### config.mk
export PLATFORM = sky130hd
export DESIGN_NAME = fuzzy_mppt_reference_step_core
export DESIGN_NICKNAME = d
export VERILOG_FILES = /design/src/rtl/core/fmppt_pkg.sv /design/src/rtl/core/fuzzy_mppt_reference_step_core.sv
export SDC_FILE = /design/constraint.sdc
export NUM_CORES = 1
export LEC_CHECK = 0
export ABC_AREA = 1
export BUFFER_PORTS_ARGS = -buffer_cell sky130_fd_sc_hd__clkbuf_2
export CAP_MARGIN = 10
export CORE_MARGIN = 8
export CORE_UTILIZATION = 34
export DETAILED_ROUTE_END_ITERATION = 8
export HOLD_SLACK_MARGIN = 0.05
export PLACE_DENSITY_LB_ADDON = 0.1
export SLEW_MARGIN = 20
export SYNTH_ARGS = -nofsm -noshare
export SYNTH_HDL_FRONTEND = slang
export SYNTH_SLANG_ARGS = --single-unit
export TNS_END_PERCENT = 5
### constraint.sdc
create_clock -name clock -period 3.9 [get_ports clock]
set_input_delay 0.78 -clock clock [delete_from_list [all_inputs] [get_ports clock]]
set_output_delay 0.78 -clock clock [all_outputs]
set_load 0.03 [all_outputs]
### src/rtl/core/fmppt_pkg.sv
package fmppt_pkg;

   // Configuration port geometry and register indexes.
   localparam int CSR_INDEX_BITS = 2;
   localparam int CSR_DATA_BITS  = 30;

   typedef logic [CSR_INDEX_BITS-1:0] csr_index_type;

   localparam csr_index_type CSR_MIN_VOLTAGE = csr_index_type'(0);
   localparam csr_index_type CSR_MAX_VOLTAGE = csr_index_type'(1);
   localparam csr_index_type CSR_MAX_POWER   = csr_index_type'(2);
   localparam csr_index_type CSR_MAX_CURRENT = csr_index_type'(3);

   // Register widths and reset values.
   localparam int MIN_VOLTAGE_BITS = 16;
   localparam int MAX_VOLTAGE_BITS = 16;
   localparam int MAX_POWER_BITS   = 30;
   localparam int MAX_CURRENT_BITS = 14;

   localparam logic [MIN_VOLTAGE_BITS-1:0] RESET_MIN_VOLTAGE = 16'd50;
   localparam logic [MAX_VOLTAGE_BITS-1:0] RESET_MAX_VOLTAGE = 16'd721;
   localparam logic [MAX_POWER_BITS-1:0]   RESET_MAX_POWER   = 30'd3630000;
   localparam logic [MAX_CURRENT_BITS-1:0] RESET_MAX_CURRENT = 14'd6150;

   // Result field widths.
   localparam int REF_BITS  = 17;
   localparam int PBIN_BITS = 3;
   localparam int IBIN_BITS = 2;
   localparam int STEP_BITS = 7;

   // Three times the largest power base, plus a sign bit.
   localparam int BASE_CMP_BITS = 33;

   // Margin below the voltage limit used by the clamp.
   localparam int CLAMP_MARGIN_MV = 10;

   // Power change classes.
   localparam logic [PBIN_BITS-1:0] PBIN_NEG_BIG   = 3'd0;
   localparam logic [PBIN_BITS-1:0] PBIN_NEG_SMALL = 3'd1;
   localparam logic [PBIN_BITS-1:0] PBIN_ZERO      = 3'd2;
   localparam logic [PBIN_BITS-1:0] PBIN_POS_SMALL = 3'd3;
   localparam logic [PBIN_BITS-1:0] PBIN_POS_BIG   = 3'd4;

   // Current change classes.
   localparam logic [IBIN_BITS-1:0] IBIN_NEG  = 2'd0;
   localparam logic [IBIN_BITS-1:0] IBIN_ZERO = 2'd1;
   localparam logic [IBIN_BITS-1:0] IBIN_POS  = 2'd2;

   // Voltage steps in millivolts.
   localparam logic signed [STEP_BITS-1:0] STEP_DOWN_BIG   = -7'sd40;
   localparam logic signed [STEP_BITS-1:0] STEP_DOWN_SMALL = -7'sd20;
   localparam logic signed [STEP_BITS-1:0] STEP_UP_TINY    = 7'sd10;
   localparam logic signed [STEP_BITS-1:0] STEP_UP_SMALL   = 7'sd20;
   localparam logic signed [STEP_BITS-1:0] STEP_UP_BIG     = 7'sd40;

   // Bit-serial comparator slots: each asks whether stream a exceeds stream b.
   localparam int CMP_COUNT       = 10;
   localparam int CMP_P_GT_NB     = 0;  // dP       > -Bp
   localparam int CMP_P10_GT_NB   = 1;  // 10*dP    > -Bp
   localparam int CMP_P100_GT_N3B = 2;  // 100*dP   > -3*Bp
   localparam int CMP_P100_GT_3B  = 3;  // 100*dP   > 3*Bp
   localparam int CMP_P10_GT_B    = 4;  // 10*dP    > Bp
   localparam int CMP_P_GT_B      = 5;  // dP       > Bp
   localparam int CMP_I_GT_NB     = 6;  // dI       > -Bi
   localparam int CMP_I100_GT_NB  = 7;  // 100*dI   > -Bi
   localparam int CMP_I100_GT_B   = 8;  // 100*dI   > Bi
   localparam int CMP_I_GT_B      = 9;  // dI       > Bi

   typedef enum logic [1:0] {
      ST_IDLE,
      ST_SHIFT,
      ST_FINISH
   } state_type;

   // Rule table: row is the current class, column the power class.
   function automatic logic signed [STEP_BITS-1:0] rule_step(
      input logic [IBIN_BITS-1:0] ibin,
      input logic [PBIN_BITS-1:0] pbin
   );
      logic signed [STEP_BITS-1:0] step;
      step = STEP_UP_SMALL;
      unique case (ibin)
         IBIN_NEG: begin
            unique case (pbin)
               PBIN_NEG_BIG, PBIN_NEG_SMALL, PBIN_ZERO: step = STEP_DOWN_SMALL;
               PBIN_POS_SMALL: step = STEP_UP_SMALL;
               PBIN_POS_BIG: step = STEP_UP_BIG;
               default: step = STEP_UP_TINY;
            endcase
         end
         IBIN_ZERO: begin
            unique case (pbin)
               PBIN_NEG_BIG, PBIN_NEG_SMALL, PBIN_POS_SMALL: step = STEP_UP_SMALL;
               PBIN_ZERO: step = STEP_UP_TINY;
               PBIN_POS_BIG: step = STEP_UP_BIG;
               default: step = STEP_UP_TINY;
            endcase
         end
         IBIN_POS: begin
            unique case (pbin)
               PBIN_NEG_BIG: step = STEP_UP_BIG;
               PBIN_NEG_SMALL, PBIN_ZERO: step = STEP_UP_SMALL;
               PBIN_POS_SMALL, PBIN_POS_BIG: step = STEP_DOWN_SMALL;
               default: step = STEP_UP_TINY;
            endcase
         end
         default: step = STEP_UP_TINY;
      endcase
      return step;
   endfunction

endpackage

### src/rtl/core/fuzzy_mppt_reference_step_core.sv
// Channel   Direction  Handshake          Payload
// req_      in         req_valid/stall    req_voltage_mv, req_current_ma
// rsp_      out        rsp_valid/stall    rsp_ref_voltage_mv, rsp_power_bin,
//                                         rsp_current_bin, rsp_first_sample
// csr_      in         csr_write_en       csr_index, csr_wdata
//
// One request passes an accept step, an N-bit serial pass with
// N = max(VOLTAGE_BITS + CURRENT_BITS + 8, 33) and a finish step that selects
// the classes, applies the rule step and clamps.
// In the bit-serial pass the product, the differences, the scaled
// terms and ten comparisons all advance one bit per cycle, LSB first.
// Reset is synchronous; only the control and configuration registers return to their reset values.
// A new request is accepted while a finished result still waits in the output
// register; the finish cycle waits only if that register is still occupied and stalled.
module fuzzy_mppt_reference_step_core #(
   parameter int VOLTAGE_BITS = 16,
   parameter int CURRENT_BITS = 14
) (
   input  logic                                    clock,
   input  logic                                    reset,
   input  logic                                    req_valid,
   output logic                                    req_stall,
   input  logic [VOLTAGE_BITS-1:0]                 req_voltage_mv,
   input  logic [CURRENT_BITS-1:0]                 req_current_ma,
   output logic                                    rsp_valid,
   input  logic                                    rsp_stall,
   output logic signed [fmppt_pkg::REF_BITS-1:0]   rsp_ref_voltage_mv,
   output logic [fmppt_pkg::PBIN_BITS-1:0]         rsp_power_bin,
   output logic [fmppt_pkg::IBIN_BITS-1:0]         rsp_current_bin,
   output logic                                    rsp_first_sample,
   input  logic                                    csr_write_en,
   input  fmppt_pkg::csr_index_type                csr_index,
   input  logic [fmppt_pkg::CSR_DATA_BITS-1:0]     csr_wdata
);
   import fmppt_pkg::*;

   // Geometry of the serial pass.
   localparam int PW        = VOLTAGE_BITS + CURRENT_BITS;
   localparam int SCALED_W  = PW + 8;
   localparam int N         = (SCALED_W > BASE_CMP_BITS) ? SCALED_W : BASE_CMP_BITS;
   localparam int CW        = $clog2(N);
   localparam int HIST_BITS = 6;
   localparam int RW        = ((VOLTAGE_BITS > MIN_VOLTAGE_BITS) ?
                               VOLTAGE_BITS : MIN_VOLTAGE_BITS) + 2;

   localparam logic [CW-1:0] LAST_CNT = CW'(N - 1);
   localparam logic [CW-1:0] PW_CNT   = CW'(PW);
   localparam logic [CW-1:0] CB_CNT   = CW'(CURRENT_BITS);

   // Control registers.
   state_type                    state_ff, state_in;
   logic [CW-1:0]                cnt_ff, cnt_in;
   logic                         is_first_ff, is_first_in;
   logic                         rsp_valid_ff, rsp_valid_in;

   // Configuration registers.
   logic [MIN_VOLTAGE_BITS-1:0]  cfg_min_ff, cfg_min_in;
   logic [MAX_VOLTAGE_BITS-1:0]  cfg_max_ff, cfg_max_in;
   logic [MAX_POWER_BITS-1:0]    cfg_power_ff, cfg_power_in;
   logic [MAX_CURRENT_BITS-1:0]  cfg_current_ff, cfg_current_in;

   // Serial datapath registers.
   logic                         item_first_ff, item_first_in;
   logic [VOLTAGE_BITS-1:0]      v_ff, v_in;
   logic [VOLTAGE_BITS-1:0]      acc_ff, acc_in;
   logic [CURRENT_BITS-1:0]      c_sr_ff, c_sr_in;
   logic [PW-1:0]                prevp_sr_ff, prevp_sr_in;
   logic [CURRENT_BITS-1:0]      prevc_sr_ff, prevc_sr_in;
   logic [MAX_POWER_BITS-1:0]    bp_sr_ff, bp_sr_in;
   logic [MAX_CURRENT_BITS-1:0]  bi_sr_ff, bi_sr_in;
   logic                         bor_p_ff, bor_p_in;
   logic                         bor_i_ff, bor_i_in;
   logic [HIST_BITS-1:0]         dph_ff, dph_in;
   logic [HIST_BITS-1:0]         dih_ff, dih_in;
   logic [1:0]                   c100p_ff, c100p_in;
   logic [1:0]                   c100i_ff, c100i_in;
   logic                         c10p_ff, c10p_in;
   logic                         bp_prev_ff, bp_prev_in;
   logic                         c3_ff, c3_in;
   logic                         seen_b_ff, seen_b_in;
   logic                         seen_3b_ff, seen_3b_in;
   logic                         seen_bi_ff, seen_bi_in;
   logic [CMP_COUNT-1:0]         gt_ff, gt_in;

   // Output register.
   logic signed [REF_BITS-1:0]   rsp_ref_ff, rsp_ref_in;
   logic [PBIN_BITS-1:0]         rsp_pbin_ff, rsp_pbin_in;
   logic [IBIN_BITS-1:0]         rsp_ibin_ff, rsp_ibin_in;
   logic                         rsp_first_ff, rsp_first_in;

   // Control strobes from the state machine.
   logic                         load_item;
   logic                         shift_en;
   logic                         load_rsp;

   // Serial bit streams.
   logic [VOLTAGE_BITS:0]        sum_mul;
   logic                         p_bit, q_bit, c_bit, qc_bit;
   logic                         dp_bit, di_bit;
   logic [2:0]                   sum100p, sum100i;
   logic [1:0]                   sum10p, sum3b;
   logic                         dp100_bit, dp10_bit, di100_bit;
   logic                         bp_bit, bi_bit, b3_bit;
   logic                         neg_b_bit, neg_3b_bit, neg_bi_bit;
   logic                         last_bit;
   logic [CMP_COUNT-1:0]         cmp_a, cmp_b, cmp_diff, cmp_sel;

   // Finish-cycle results.
   logic [PBIN_BITS-1:0]         pbin;
   logic [IBIN_BITS-1:0]         ibin;
   logic signed [STEP_BITS-1:0]  step;
   logic signed [RW-1:0]         v_ext, min_ext, max_ext, ref_raw, ref_fin;

   // Next state.
   always_comb begin
      state_in = state_ff;
      unique case (state_ff)
         ST_IDLE:   if (req_valid) state_in = ST_SHIFT;
         ST_SHIFT:  if (cnt_ff == LAST_CNT) state_in = ST_FINISH;
         ST_FINISH: if (load_rsp) state_in = ST_IDLE;
         default:   state_in = ST_IDLE;
      endcase
   end

   // State machine outputs.
   always_comb begin
      req_stall = 1'b1;
      load_item = 1'b0;
      shift_en  = 1'b0;
      load_rsp  = 1'b0;
      unique case (state_ff)
         ST_IDLE: begin
            req_stall = 1'b0;
            load_item = req_valid;
         end
         ST_SHIFT: begin
            shift_en = 1'b1;
         end
         ST_FINISH: begin
            load_rsp = !rsp_valid_ff || !rsp_stall;
         end
         default: begin
            req_stall = 1'b1;
         end
      endcase
   end

   // Counter, first-sample flag and output valid.
   always_comb begin
      cnt_in       = cnt_ff;
      is_first_in  = is_first_ff;
      rsp_valid_in = rsp_valid_ff;
      if (load_item) begin
         cnt_in      = '0;
         is_first_in = 1'b0;
      end else if (shift_en) begin
         cnt_in = cnt_ff + CW'(1);
      end
      if (load_rsp) begin
         rsp_valid_in = 1'b1;
      end else if (!rsp_stall) begin
         rsp_valid_in = 1'b0;
      end
   end

   // Configuration writes.
   always_comb begin
      cfg_min_in     = cfg_min_ff;
      cfg_max_in     = cfg_max_ff;
      cfg_power_in   = cfg_power_ff;
      cfg_current_in = cfg_current_ff;
      if (csr_write_en) begin
         unique case (csr_index)
            CSR_MIN_VOLTAGE: cfg_min_in     = csr_wdata[MIN_VOLTAGE_BITS-1:0];
            CSR_MAX_VOLTAGE: cfg_max_in     = csr_wdata[MAX_VOLTAGE_BITS-1:0];
            CSR_MAX_POWER:   cfg_power_in   = csr_wdata[MAX_POWER_BITS-1:0];
            CSR_MAX_CURRENT: cfg_current_in = csr_wdata[MAX_CURRENT_BITS-1:0];
            default:         cfg_min_in     = cfg_min_ff;
         endcase
      end
   end

   // One bit of every stream for the current cycle.
   always_comb begin
      // Serial-parallel multiplier: product bits leave the accumulator LSB first.
      sum_mul = {1'b0, acc_ff} + (c_sr_ff[0] ? {1'b0, v_ff} : '0);
      p_bit   = sum_mul[0];
      c_bit   = c_sr_ff[0];
      q_bit   = (cnt_ff < PW_CNT) ? prevp_sr_ff[0] : 1'b0;
      qc_bit  = (cnt_ff < CB_CNT) ? prevc_sr_ff[0] : 1'b0;

      // Serial subtractors give the changes in two's complement. A new request
      // starts both of them with no borrow.
      dp_bit   = p_bit ^ q_bit ^ bor_p_ff;
      bor_p_in = !load_item && ((!p_bit && q_bit) || (!(p_bit ^ q_bit) && bor_p_ff));
      di_bit   = c_bit ^ qc_bit ^ bor_i_ff;
      bor_i_in = !load_item && ((!c_bit && qc_bit) || (!(c_bit ^ qc_bit) && bor_i_ff));

      // 100*x = 64x + 32x + 4x and 10*x = 8x + 2x from delayed bits.
      sum100p   = {2'b00, dph_ff[1]} + {2'b00, dph_ff[4]} + {2'b00, dph_ff[5]}
                  + {1'b0, c100p_ff};
      dp100_bit = sum100p[0];
      sum10p    = {1'b0, dph_ff[0]} + {1'b0, dph_ff[2]} + {1'b0, c10p_ff};
      dp10_bit  = sum10p[0];
      sum100i   = {2'b00, dih_ff[1]} + {2'b00, dih_ff[4]} + {2'b00, dih_ff[5]}
                  + {1'b0, c100i_ff};
      di100_bit = sum100i[0];

      // Base streams: Bp, 3*Bp, Bi and their negations.
      bp_bit     = bp_sr_ff[0];
      bi_bit     = bi_sr_ff[0];
      sum3b      = {1'b0, bp_bit} + {1'b0, bp_prev_ff} + {1'b0, c3_ff};
      b3_bit     = sum3b[0];
      neg_b_bit  = bp_bit ^ seen_b_ff;
      neg_3b_bit = b3_bit ^ seen_3b_ff;
      neg_bi_bit = bi_bit ^ seen_bi_ff;

      // Comparator operands.
      cmp_a[CMP_P_GT_NB]     = dp_bit;
      cmp_b[CMP_P_GT_NB]     = neg_b_bit;
      cmp_a[CMP_P10_GT_NB]   = dp10_bit;
      cmp_b[CMP_P10_GT_NB]   = neg_b_bit;
      cmp_a[CMP_P100_GT_N3B] = dp100_bit;
      cmp_b[CMP_P100_GT_N3B] = neg_3b_bit;
      cmp_a[CMP_P100_GT_3B]  = dp100_bit;
      cmp_b[CMP_P100_GT_3B]  = b3_bit;
      cmp_a[CMP_P10_GT_B]    = dp10_bit;
      cmp_b[CMP_P10_GT_B]    = bp_bit;
      cmp_a[CMP_P_GT_B]      = dp_bit;
      cmp_b[CMP_P_GT_B]      = bp_bit;
      cmp_a[CMP_I_GT_NB]     = di_bit;
      cmp_b[CMP_I_GT_NB]     = neg_bi_bit;
      cmp_a[CMP_I100_GT_NB]  = di100_bit;
      cmp_b[CMP_I100_GT_NB]  = neg_bi_bit;
      cmp_a[CMP_I100_GT_B]   = di100_bit;
      cmp_b[CMP_I100_GT_B]   = bi_bit;
      cmp_a[CMP_I_GT_B]      = di_bit;
      cmp_b[CMP_I_GT_B]      = bi_bit;

      // LSB-first signed compare: a differing higher bit overrides; on the sign
      // bit the operand holding a zero is the larger one.
      last_bit = (cnt_ff == LAST_CNT);
      cmp_diff = cmp_a ^ cmp_b;
      cmp_sel  = last_bit ? cmp_b : cmp_a;
   end

   // Next values of the serial datapath.
   always_comb begin
      item_first_in = item_first_ff;
      v_in          = v_ff;
      acc_in        = acc_ff;
      c_sr_in       = c_sr_ff;
      prevp_sr_in   = prevp_sr_ff;
      prevc_sr_in   = prevc_sr_ff;
      bp_sr_in      = bp_sr_ff;
      bi_sr_in      = bi_sr_ff;
      dph_in        = dph_ff;
      dih_in        = dih_ff;
      c100p_in      = c100p_ff;
      c100i_in      = c100i_ff;
      c10p_in       = c10p_ff;
      bp_prev_in    = bp_prev_ff;
      c3_in         = c3_ff;
      seen_b_in     = seen_b_ff;
      seen_3b_in    = seen_3b_ff;
      seen_bi_in    = seen_bi_ff;
      gt_in         = gt_ff;
      if (load_item) begin
         item_first_in = is_first_ff;
         v_in          = req_voltage_mv;
         acc_in        = '0;
         c_sr_in       = req_current_ma;
         bp_sr_in      = cfg_power_ff;
         bi_sr_in      = cfg_current_ff;
         dph_in        = '0;
         dih_in        = '0;
         c100p_in      = '0;
         c100i_in      = '0;
         c10p_in       = 1'b0;
         bp_prev_in    = 1'b0;
         c3_in         = 1'b0;
         seen_b_in     = 1'b0;
         seen_3b_in    = 1'b0;
         seen_bi_in    = 1'b0;
         gt_in         = '0;
      end else if (shift_en) begin
         acc_in     = sum_mul[VOLTAGE_BITS:1];
         c_sr_in    = {1'b0, c_sr_ff[CURRENT_BITS-1:1]};
         bp_sr_in   = {1'b0, bp_sr_ff[MAX_POWER_BITS-1:1]};
         bi_sr_in   = {1'b0, bi_sr_ff[MAX_CURRENT_BITS-1:1]};
         dph_in     = {dph_ff[HIST_BITS-2:0], dp_bit};
         dih_in     = {dih_ff[HIST_BITS-2:0], di_bit};
         c100p_in   = sum100p[2:1];
         c100i_in   = sum100i[2:1];
         c10p_in    = sum10p[1];
         bp_prev_in = bp_bit;
         c3_in      = sum3b[1];
         seen_b_in  = seen_b_ff || bp_bit;
         seen_3b_in = seen_3b_ff || b3_bit;
         seen_bi_in = seen_bi_ff || bi_bit;
         gt_in      = (cmp_diff & cmp_sel) | (~cmp_diff & gt_ff);
         // The new sample replaces the stored one as its bits go by.
         if (cnt_ff < PW_CNT) begin
            prevp_sr_in = {p_bit, prevp_sr_ff[PW-1:1]};
         end
         if (cnt_ff < CB_CNT) begin
            prevc_sr_in = {c_bit, prevc_sr_ff[CURRENT_BITS-1:1]};
         end
      end
   end

   // Class selection, rule step and clamp in the finish cycle.
   always_comb begin
      if (gt_ff[CMP_P_GT_NB] && !gt_ff[CMP_P10_GT_NB]) begin
         pbin = PBIN_NEG_BIG;
      end else if (gt_ff[CMP_P10_GT_NB] && !gt_ff[CMP_P100_GT_N3B]) begin
         pbin = PBIN_NEG_SMALL;
      end else if (gt_ff[CMP_P100_GT_N3B] && !gt_ff[CMP_P100_GT_3B]) begin
         pbin = PBIN_ZERO;
      end else if (gt_ff[CMP_P100_GT_3B] && !gt_ff[CMP_P10_GT_B]) begin
         pbin = PBIN_POS_SMALL;
      end else if (gt_ff[CMP_P10_GT_B] && !gt_ff[CMP_P_GT_B]) begin
         pbin = PBIN_POS_BIG;
      end else begin
         pbin = PBIN_ZERO;
      end

      if (gt_ff[CMP_I_GT_NB] && !gt_ff[CMP_I100_GT_NB]) begin
         ibin = IBIN_NEG;
      end else if (gt_ff[CMP_I100_GT_NB] && !gt_ff[CMP_I100_GT_B]) begin
         ibin = IBIN_ZERO;
      end else if (gt_ff[CMP_I100_GT_B] && !gt_ff[CMP_I_GT_B]) begin
         ibin = IBIN_POS;
      end else begin
         ibin = IBIN_ZERO;
      end

      step    = rule_step(ibin, pbin);
      v_ext   = $signed(RW'(v_ff));
      min_ext = $signed(RW'(cfg_min_ff));
      max_ext = $signed(RW'(cfg_max_ff));
      ref_raw = item_first_ff ? min_ext : (v_ext + RW'(step));
      ref_fin = (ref_raw >= max_ext) ? (max_ext - RW'(CLAMP_MARGIN_MV)) : ref_raw;

      rsp_ref_in   = rsp_ref_ff;
      rsp_pbin_in  = rsp_pbin_ff;
      rsp_ibin_in  = rsp_ibin_ff;
      rsp_first_in = rsp_first_ff;
      if (load_rsp) begin
         rsp_ref_in   = ref_fin[REF_BITS-1:0];
         rsp_pbin_in  = item_first_ff ? PBIN_ZERO : pbin;
         rsp_ibin_in  = item_first_ff ? IBIN_ZERO : ibin;
         rsp_first_in = item_first_ff;
      end
   end

   // Control and configuration registers.
   always_ff @(posedge clock) begin
      if (reset) begin
         state_ff       <= ST_IDLE;
         cnt_ff         <= '0;
         is_first_ff    <= 1'b1;
         rsp_valid_ff   <= 1'b0;
         cfg_min_ff     <= RESET_MIN_VOLTAGE;
         cfg_max_ff     <= RESET_MAX_VOLTAGE;
         cfg_power_ff   <= RESET_MAX_POWER;
         cfg_current_ff <= RESET_MAX_CURRENT;
      end else begin
         state_ff       <= state_in;
         cnt_ff         <= cnt_in;
         is_first_ff    <= is_first_in;
         rsp_valid_ff   <= rsp_valid_in;
         cfg_min_ff     <= cfg_min_in;
         cfg_max_ff     <= cfg_max_in;
         cfg_power_ff   <= cfg_power_in;
         cfg_current_ff <= cfg_current_in;
      end
   end

   // Datapath and output payload registers.
   always_ff @(posedge clock) begin
      item_first_ff <= item_first_in;
      v_ff          <= v_in;
      acc_ff        <= acc_in;
      c_sr_ff       <= c_sr_in;
      prevp_sr_ff   <= prevp_sr_in;
      prevc_sr_ff   <= prevc_sr_in;
      bp_sr_ff      <= bp_sr_in;
      bi_sr_ff      <= bi_sr_in;
      bor_p_ff      <= bor_p_in;
      bor_i_ff      <= bor_i_in;
      dph_ff        <= dph_in;
      dih_ff        <= dih_in;
      c100p_ff      <= c100p_in;
      c100i_ff      <= c100i_in;
      c10p_ff       <= c10p_in;
      bp_prev_ff    <= bp_prev_in;
      c3_ff         <= c3_in;
      seen_b_ff     <= seen_b_in;
      seen_3b_ff    <= seen_3b_in;
      seen_bi_ff    <= seen_bi_in;
      gt_ff         <= gt_in;
      rsp_ref_ff    <= rsp_ref_in;
      rsp_pbin_ff   <= rsp_pbin_in;
      rsp_ibin_ff   <= rsp_ibin_in;
      rsp_first_ff  <= rsp_first_in;
   end

   assign rsp_valid          = rsp_valid_ff;
   assign rsp_ref_voltage_mv = rsp_ref_ff;
   assign rsp_power_bin      = rsp_pbin_ff;
   assign rsp_current_bin    = rsp_ibin_ff;
   assign rsp_first_sample   = rsp_first_ff;

`ifndef SYNTHESIS
   a_first_clears: assert property (@(posedge clock) disable iff (reset)
      (req_valid && !req_stall) |=> !is_first_ff)
      else $error("first-sample flag still set after a request");

   a_first_bins: assert property (@(posedge clock) disable iff (reset)
      (rsp_valid && rsp_first_sample) |->
         (rsp_power_bin == PBIN_ZERO && rsp_current_bin == IBIN_ZERO))
      else $error("first sample carries a non-middle class");

   a_pass_length: assert property (@(posedge clock) disable iff (reset)
      (state_ff == ST_SHIFT && cnt_ff == LAST_CNT) |=> (state_ff == ST_FINISH))
      else $error("serial pass did not end after its last bit");

   a_result_held: assert property (@(posedge clock) disable iff (reset)
      (state_ff == ST_FINISH && rsp_valid && rsp_stall) |=>
         (state_ff == ST_FINISH && rsp_valid))
      else $error("finished result dropped while the output was occupied");
`endif

endmodule
==> summary.md <==
| Metric | Value |
|---|---|
| Reg clk slew, reported paths | `0.06 ns` |
| Routability cong. | `0.865` |
| CP required | `4.31 ns` |
| Mapped Nets | `1687` |
| Min Hold Slack | `0.408 ns` |
| Core area | `0.0386 mm²` |
| Initial antenna violation count | `0` |
| I/O pins | `92` |
| LEAKAGE | `~7.3 nW` |
| Routed WL | `35400 µm` |
| Initial core utilization | `0.343` |
| Diode count | `0` |
| Die W | `about 210 µm` |
| Routed length per instance | `15.7 µm` |
| Most common cell in the netlist | `nand2_1` |
| Worst skew pair latency | `0.55 ns` |
| CP Class | `reg -> reg` |
| Layout cells sized above 1 | `0.175` |
| Clock Skews | `0.0181 ns` |
| Yosys top cell area share | `0.322` |
| Slew at the pin closest to its max-slew limit | `1.02 ns` |
| CTS sink cnt | `278` |
| Ys async rst share | `0` |
| H-tree depth | `2` |
| Slowest library cell on the worst path | `ha_1` |
| Max Cap Viol | `0` |
| First-pass GRT wire length | `56300 µm` |
| Synth Instances | `1554` |
| VDD IR-drop max | `0.272 mV` |
| Fillcell total | `4000` |
| Avg Vias per Cell | `about 4.7` |
| Post-route DRC violation count | `0` |
| Crit-path max FO | `8` |
| Dpl cell area | `0.0147 mm²` |
| Inserted Clock Buffers | `34` |
| Worst path max stage delay | `about 0.35 ns` |
| CTS tree | `done` |
| PD cells | `560 mW/mm²` |
| Fin area | `0.0162 mm²` |
| Die Area | `0.0455 mm²` |
| Synth top area cells | `edfxtp_1, dfxtp_1, nand2_1, ha_1, inv_1` |
| Area delta synth->final | `22.5%` |
| Via count | `10633` |
| Core Util, Final | `0.421` |
| Tot Pwr | `9.09 mW` |
| Final Setup Violations | `17` |
| F_max | `0.252 GHz` |
| Final Hold Viols | `0` |
| Worst EP arrival | `4.37 ns` |
| Post-synthesis cell area | `approximately 0.013 mm²` |
| Final worst slack | `-0.0632 ns` |
| Initial DRC Count | `543` |
| YS warnings | `0` |
| Class of the worst hold path | `in -> reg` |
| Cell taking the most area after synthesis | `edfxtp_1` |
| Seq/Total Area, Yosys | `0.528` |
| Clock root cell | `clkbuf_16` |
| Grt total ovfl | `0` |
| Final nets | `1842` |
| Port Buffer Count | `91` |
| Vias in the first global route | `10453` |
| Tcrit/Tclk final | `1.02` |
| Headroom to the max-slew limit | `0.319` |
| RSZ-0062 raised after global routing | `true` |
| Most used flip-flop cell after synthesis | `edfxtp_1` |
| DRT antenna net count | `0` |
| Post-DP HPWL | `24400 µm` |
| Number of flops mapped to enable cells by yosys | `142` |
| Failing checks | `setup timing` |
| Post-synthesis area per instance | `8.52 µm²` |
| GRT Total Usage | `0.156` |
| CP startpoint kind | `flop` |
| CP Capture Type | `flop` |
| Slew Limit Fails | `0` |
| Crit path time final | `3.96 ns` |
| Cell variety after synth | `50` |
| Max clock buf depth | `3` |
| Pre-antenna DRT Iters | `5` |
| Pin count of the biggest net entering global routing | `80` |
| Row count | `between 70 and 80` |
| DIE HEIGHT | `213 µm` |
| #FFs+latches synth | `278` |
| Status | `finished with violations` |
| Post-synth top cells | `nand2_1, inv_1, edfxtp_1` |
## logic make-up (layout without fill, tap and decap cells)
logic type | count (synthesis) | in the layout | share of synthesized area
and+or+nand+nor | 677 | 680 | 0.210
DFF | 278 | 278 | 0.528
AOI/OAI and AO/OA | 273 | 273 | 0.113
buffers and inverters | 242 | 419 | 0.0697
adders and majority gates | 66 | 66 | 0.0680
xor gates and xnor gates | 18 | 18 | 0.0119
## power breakdown
group          switching [mW]  internal [mW]  total [mW]
logic                    1.39          0.976        2.37
clock network            1.27           1.94        3.20
registers               0.125           3.39        3.52
total                    2.79           6.30        9.09
## sequential cells by signal (all words and copies together), names as in the netlist, 3 cells and up, named ones only
signal / cells
c_sr_ff: 14
rsp_ref_voltage_mv: 17
cfg_min_ff: 16
cnt_ff: 6
cfg_power_ff: 30
prevp_sr_ff: 30
dph_ff: 6
bp_sr_ff: 30
bi_sr_ff: 14
prevc_sr_ff: 14
rsp_power_bin: 3
cfg_max_ff: 16
dih_ff: 6
cfg_current_ff: 14
acc_ff: 16
v_ff: 16
## metal layers
| metal | share of wire | global-route usage |
|---|---|---|
| met4 | 0.022 | 0.0456 |
| met3 | 0.049 | 0.0343 |
| met1 | 0.49 | 0.216 |
| met5 | 0 | 0 |
| met2 | 0.44 | 0.243 |
## placed cells by master, fill, tap and decap left out, types with 9 or more instances in the layout
cell type / netlist / final
ha_1: 56 / 49
a21oi_1: 98 / 93
xor2_1: 16 / 16
clkbuf_2: 0 / 91
nor2_1: 128 / 119
nand2_1: 415 / 391
nand2_2: 2 / 22
inv_1: 186 / 182
o211ai_1: 10 / 10
fa_1: 10 / 9
o22ai_1: 19 / 19
nand3_1: 92 / 88
dfxtp_1: 136 / 132
o21ai_0: 121 / 116
clkbuf_16: 0 / 35
buf_4: 2 / 72
edfxtp_1: 142 / 142
## worst max-delay path: cells and delay by family, from the launching register on
family	cells	cell delay (ns)
AO/OA/AOI/OAI	7	1.21
adder cells (fa/ha/maj)	2	0.54
AND/OR/NAND/NOR	16	1.40
flip-flops	1	0.33
buffers and inverters	4	0.33
## layout make-up
cell class | instances | area (µm²) | share of cell area
clock inverters | 15 | 175 | 0.0108
inverters | 190 | 713 | 0.0440
well taps | 518 | 648 | 0.0399
clock buffers | 46 | 957 | 0.0590
flip-flops and latches | 278 | 6990 | 0.431
repair buffers | 168 | 1080 | 0.0665
multi-input cells | 1037 | 5660 | 0.349
## timing repair
| item | in CTS | in global routing |
|---|---|---|
| gates resized for setup | 6 | 67 |
| cloned | 1 | 2 |
| hold buffers | 0 | 0 |
| pin swaps | 1 | 23 |
| endpoints found under the setup margin | 17 | 17 |
| buffers inserted | 0 | 11 |
## final timing paths
kind	from	endpoint	slack, ns	depth (start not counted)
hold reg to reg	prevc_sr_ff[1]$_DFFE_PP_	prevc_sr_ff[0]$_DFFE_PP_	0.42	0
hold / removal	req_voltage_mv[9]	v_ff[9]$_DFFE_PP_	0.41	1
setup / recovery	flop	rsp_ref_voltage_mv[3]$_DFFE_PP_	-0.06	29
setup reg to reg	flop	rsp_ref_voltage_mv[3]$_DFFE_PP_	-0.06	29
## stage by stage
step	worst slack (ns)	cells	setup TNS, ns
floorplan	0.178	1554	0
global placement	-0.0426	2177	-0.563
detailed placement	-0.127	2177	-1.94
CTS	0.00491	2239	0
global route	-0.425	2252	-6.65
finish	-0.0632	2252	-0.773
No activity file was read; power rests on OpenSTA's default activity.
